--- config.mk ---
export PLATFORM = sky130hd
export DESIGN_NAME = lmts_row
export DESIGN_NICKNAME = d
export VERILOG_FILES = /design/src/hdl/lmts_cell.sv /design/src/hdl/lmts_row.sv
export SDC_FILE = /design/constraint.sdc
export NUM_CORES = 1
export LEC_CHECK = 0
export BUFFER_PORTS_ARGS = -buffer_cell sky130_fd_sc_hd__buf_2
export CAP_MARGIN = 0
export CORE_ASPECT_RATIO = 0.7
export CORE_MARGIN = 1
export CORE_UTILIZATION = 29
export CTS_CLUSTER_SIZE = 20
export DETAILED_ROUTE_END_ITERATION = 8
export HOLD_SLACK_MARGIN = 0.02
export PLACE_DENSITY_LB_ADDON = 0.1
export RECOVER_POWER = 25
export SKIP_LAST_GASP = 1
export SLEW_MARGIN = 5
export SYNTH_ARGS = -nofsm -noshare
export SYNTH_HDL_FRONTEND = slang
export SYNTH_SLANG_ARGS = --single-unit
export TNS_END_PERCENT = 50
--- constraint.sdc ---
create_clock -name clk -period 1.66 [get_ports clk]
set_input_delay 0.498 -clock clk [delete_from_list [all_inputs] [get_ports clk]]
set_output_delay 0.498 -clock clk [all_outputs]
set_load 0.01 [all_outputs]
--- src/hdl/lmts_cell.sv ---
// ----------------------------------------------------------------------------
// lmts_cell
// One frame byte of a text row; takes its neighbour's byte on a shift.
// ----------------------------------------------------------------------------
module lmts_cell (
    input  logic       clk,
    input  logic       rst_n,
    input  logic       shift_en,
    input  logic [7:0] data_in,
    output logic [7:0] data_out
);

    logic [7:0] data_reg;

    always_ff @(posedge clk or negedge rst_n)
    begin
        if (!rst_n)
        begin
            data_reg <= 8'd0;
        end
        else if (shift_en)
        begin
            data_reg <= data_in;
        end
    end

    assign data_out = data_reg;

endmodule

--- src/hdl/lmts_row.sv ---
// ----------------------------------------------------------------------------
// lmts_row
// A text row as a chain of byte cells shifting towards the head.
// ----------------------------------------------------------------------------
module lmts_row #(
    parameter int ROW_BYTES = 64
) (
    input  logic       clk,
    input  logic       rst_n,
    input  logic       shift_en,
    input  logic [7:0] tail_in,
    output logic [7:0] head
);

    logic [7:0] link [ROW_BYTES+1];

    assign link[ROW_BYTES] = tail_in;

    for (genvar k = 0; k < ROW_BYTES; k++)
    begin : g_cell
        lmts_cell u_cell (
            .clk      (clk),
            .rst_n    (rst_n),
            .shift_en (shift_en),
            .data_in  (link[k+1]),
            .data_out (link[k])
        );
    end

    assign head = link[0];

endmodule

==> impl_metrics.toml <==
[run_status]
status = "complete, no violations"

[yosys]
yosysWarnings = 0
syn-cell-area_um2 = 19200
async_flop_share = 1.00
yosysTopAreaCellShare = 0.667
ys_seq_area_frac = 0.667
netlist_top_cells_count = "512 x dfrtp_1, 512 x mux2_2, 46 x buf_6"
synth_ff_type = "dfrtp_1"
synthTopCellsByArea = "dfrtp_1 67%, mux2_2 30%, buf_6 2.7%"
syn-num-nets = 1092
synth_seq_cells = 512
synth_edf_count = 0
synth_top_cell_by_area = "dfrtp_1"
synth_cells = 1081
synthDistinctLibCells = 5
synth.avg_cell_area_um2 = 17.8

[final_layout]
fin_cells = 2073
largest_reg_flops = 512
syn_to_final_growth_pct = 15.2
multiInputGateArea_um2 = 5770
regArea_um2 = 12800
antennaDiodeCount = 0
drive_above_1_share = 0.547
fillers = 6370
nets = 1167

[sta]
setup_viol = 0
finalCriticalPeriod_ns = 1.64
drv_slew = 0
fmax_mhz = 610
rsz0062_at_grt = "yes"
slew_headroom = 0.397
hold_viol = 0
tightest_slew_ns = 0.905
clock_skew_ns = 0.0160
period_share = 0.987

[cts]
cts_resized = 0
cts_tree = "done"
post_cts_buffers = 0
clock_path_buffers = 3
cts_buffers = 54
cts_sinks = 512
worstSkewPairLatency_ns = 0.59
htreeDepth = 2
cts.reportedPaths.clkPinSlew_ns = 0.06
clk_root_buffer_cell = "clkbuf_16"

[floorplanning]
ioPinCount = 19
die_h_um = 217
die_area_um2 = 67300
start_util = 0.295
row_count = 78
core_area_um2 = 65200
die_x_um = 310

[global_route]
grt_pass1_vias = 9407
grt_max_degree = 92
antenna_found_initial = 0
overflow = 0
grt_usage = 0.0857
grt_pass1_wl_um = 47900

[routing]
ant_nets = 0
vias_per_cell = 4.18
post-route-drc-count = 0
wl_um = 27000
avgRoutedWirePerCell_um = 13.0
vias = 8675
first_iter_violations = 238
firstDrtPassIters = 4

[setup_path]
cp_slowest_cell = "dfrtp_1"
rr_worst_depth = 1
path_delay_family = "flip-flops"
cp_data_arrival_time_ns = 1.14
worst_setup_path_start_kind = "flop"
critPathMaxStageDelay_ns = 0.40
required_ns = 1.16
crit_buf_inv = 1
cp.depth = 1
path_max_fanout = 2
critPathKind = "flop to output pin"
worst_setup_path_end_kind = "output pin"
worstPathCellList = "buf_2"

[worst_hold_path]
worstHoldPathType = "input pin to flop"
hold_depth = 2

[pwr]
leakagePower_nw = 10.6
power_density_nw_per_um2 = 1390
ir_worst_vdd_v = 0.000707
totalPowerFinal_mw = 30.8

[place]
place.gp.congestion = 0.639
port_buffers = 18
dp.cells = 1979
hpwl_um = 15800

[flow_run]
maxCapViolCount = 0
[report_power, final]
part           switching, mW  internal (mW)  leakage [nW]  total, mW
Combinational           1.04           2.15          2.98       3.19
Sequential              1.12           14.9          6.76       16.0
Clock                   4.80           6.73         0.839       11.5
Total                   6.96           23.8          10.6       30.8
[metrics by stage]
step	hold slack (ns)	cell area [um2]	utilization	TNS, ns	worst slack [ns]
6_report	0.136	22100	0.340	0	0.0209
5_1_grt	0.103	22100	0.340	-0.161	-0.0523
4_1_cts	0.0828	22300	0.342	-0.0478	-0.0478
3_5_place_dp	0.367	20600	0.316	0	0.0651
3_3_place_gp	0.367	20600	0.316	0	0.0799
2_1_floorplan	0.202	19200	-	0	0.289
[cell usage in the layout (no fill, tap or decap)]
cell type / netlist / final
clkbuf_8: 8 / 15
inv_16: 0 / 1
clkbuf_1: 0 / 28
dlygate4sd3_1: 0 / 1
buf_12: 0 / 23
mux2_2: 512 / 512
clkinv_4: 0 / 1
clkbuf_2: 0 / 6
clkbuf_4: 0 / 4
buf_4: 0 / 13
inv_6: 0 / 1
clkbuf_16: 0 / 55
buf_2: 3 / 17
dfrtp_1: 512 / 512
clkinv_2: 0 / 4
[per-layer routing]
layer,part of all wire,up-vias,GRT usage
met2,0.42,81,0.123
met5,0,-,0
met1,0.51,4525,0.121
met4,0.029,0,0.0350
li1,-,4007,-
met3,0.041,62,0.0236
[cell families (layout without fill, tap and decap cells)]
family | count (synthesis) | after routing | share of synthesized area
buf+inv | 57 | 169 | 0.0335
flops | 512 | 512 | 0.667
mux | 512 | 512 | 0.300
[final timing paths]
path | startpoint | endpoint | slack (ns)
max in group asynchronous | rst_n | g_cell[23].u_cell.data_out[7] | 0.17
worst min-delay path | tail_in[5] | g_cell[63].u_cell.data_out[5] | 0.14
worst max register to register | g_cell[7].u_cell.data_out[7] | g_cell[6].u_cell.data_out[7] | 0.85
min in group asynchronous | rst_n | g_cell[9].u_cell.data_out[4] | 0.52
worst max-delay path | g_cell[0].u_cell.data_out[7] | head[7] | 0.02
worst min register to register | g_cell[63].u_cell.data_out[1] | g_cell[62].u_cell.data_out[1] | 0.49
[final cells by class]
type | instances | share of cell area
Sequential cell | 512 | 0.579
Multi-Input combinational cell | 512 | 0.260
Clock buffer | 86 | 0.0742
Tap cell | 880 | 0.0497
Timing Repair Buffer | 76 | 0.0343
Clock inverter | 7 | 0.00260
[timing repair]
action                                  in CTS  in global routing
endpoints found under the hold margin       25                  0
hold buffers                                 1                  0
endpoints found under the setup margin       1                  3
(Power assumes the default switching activity.)
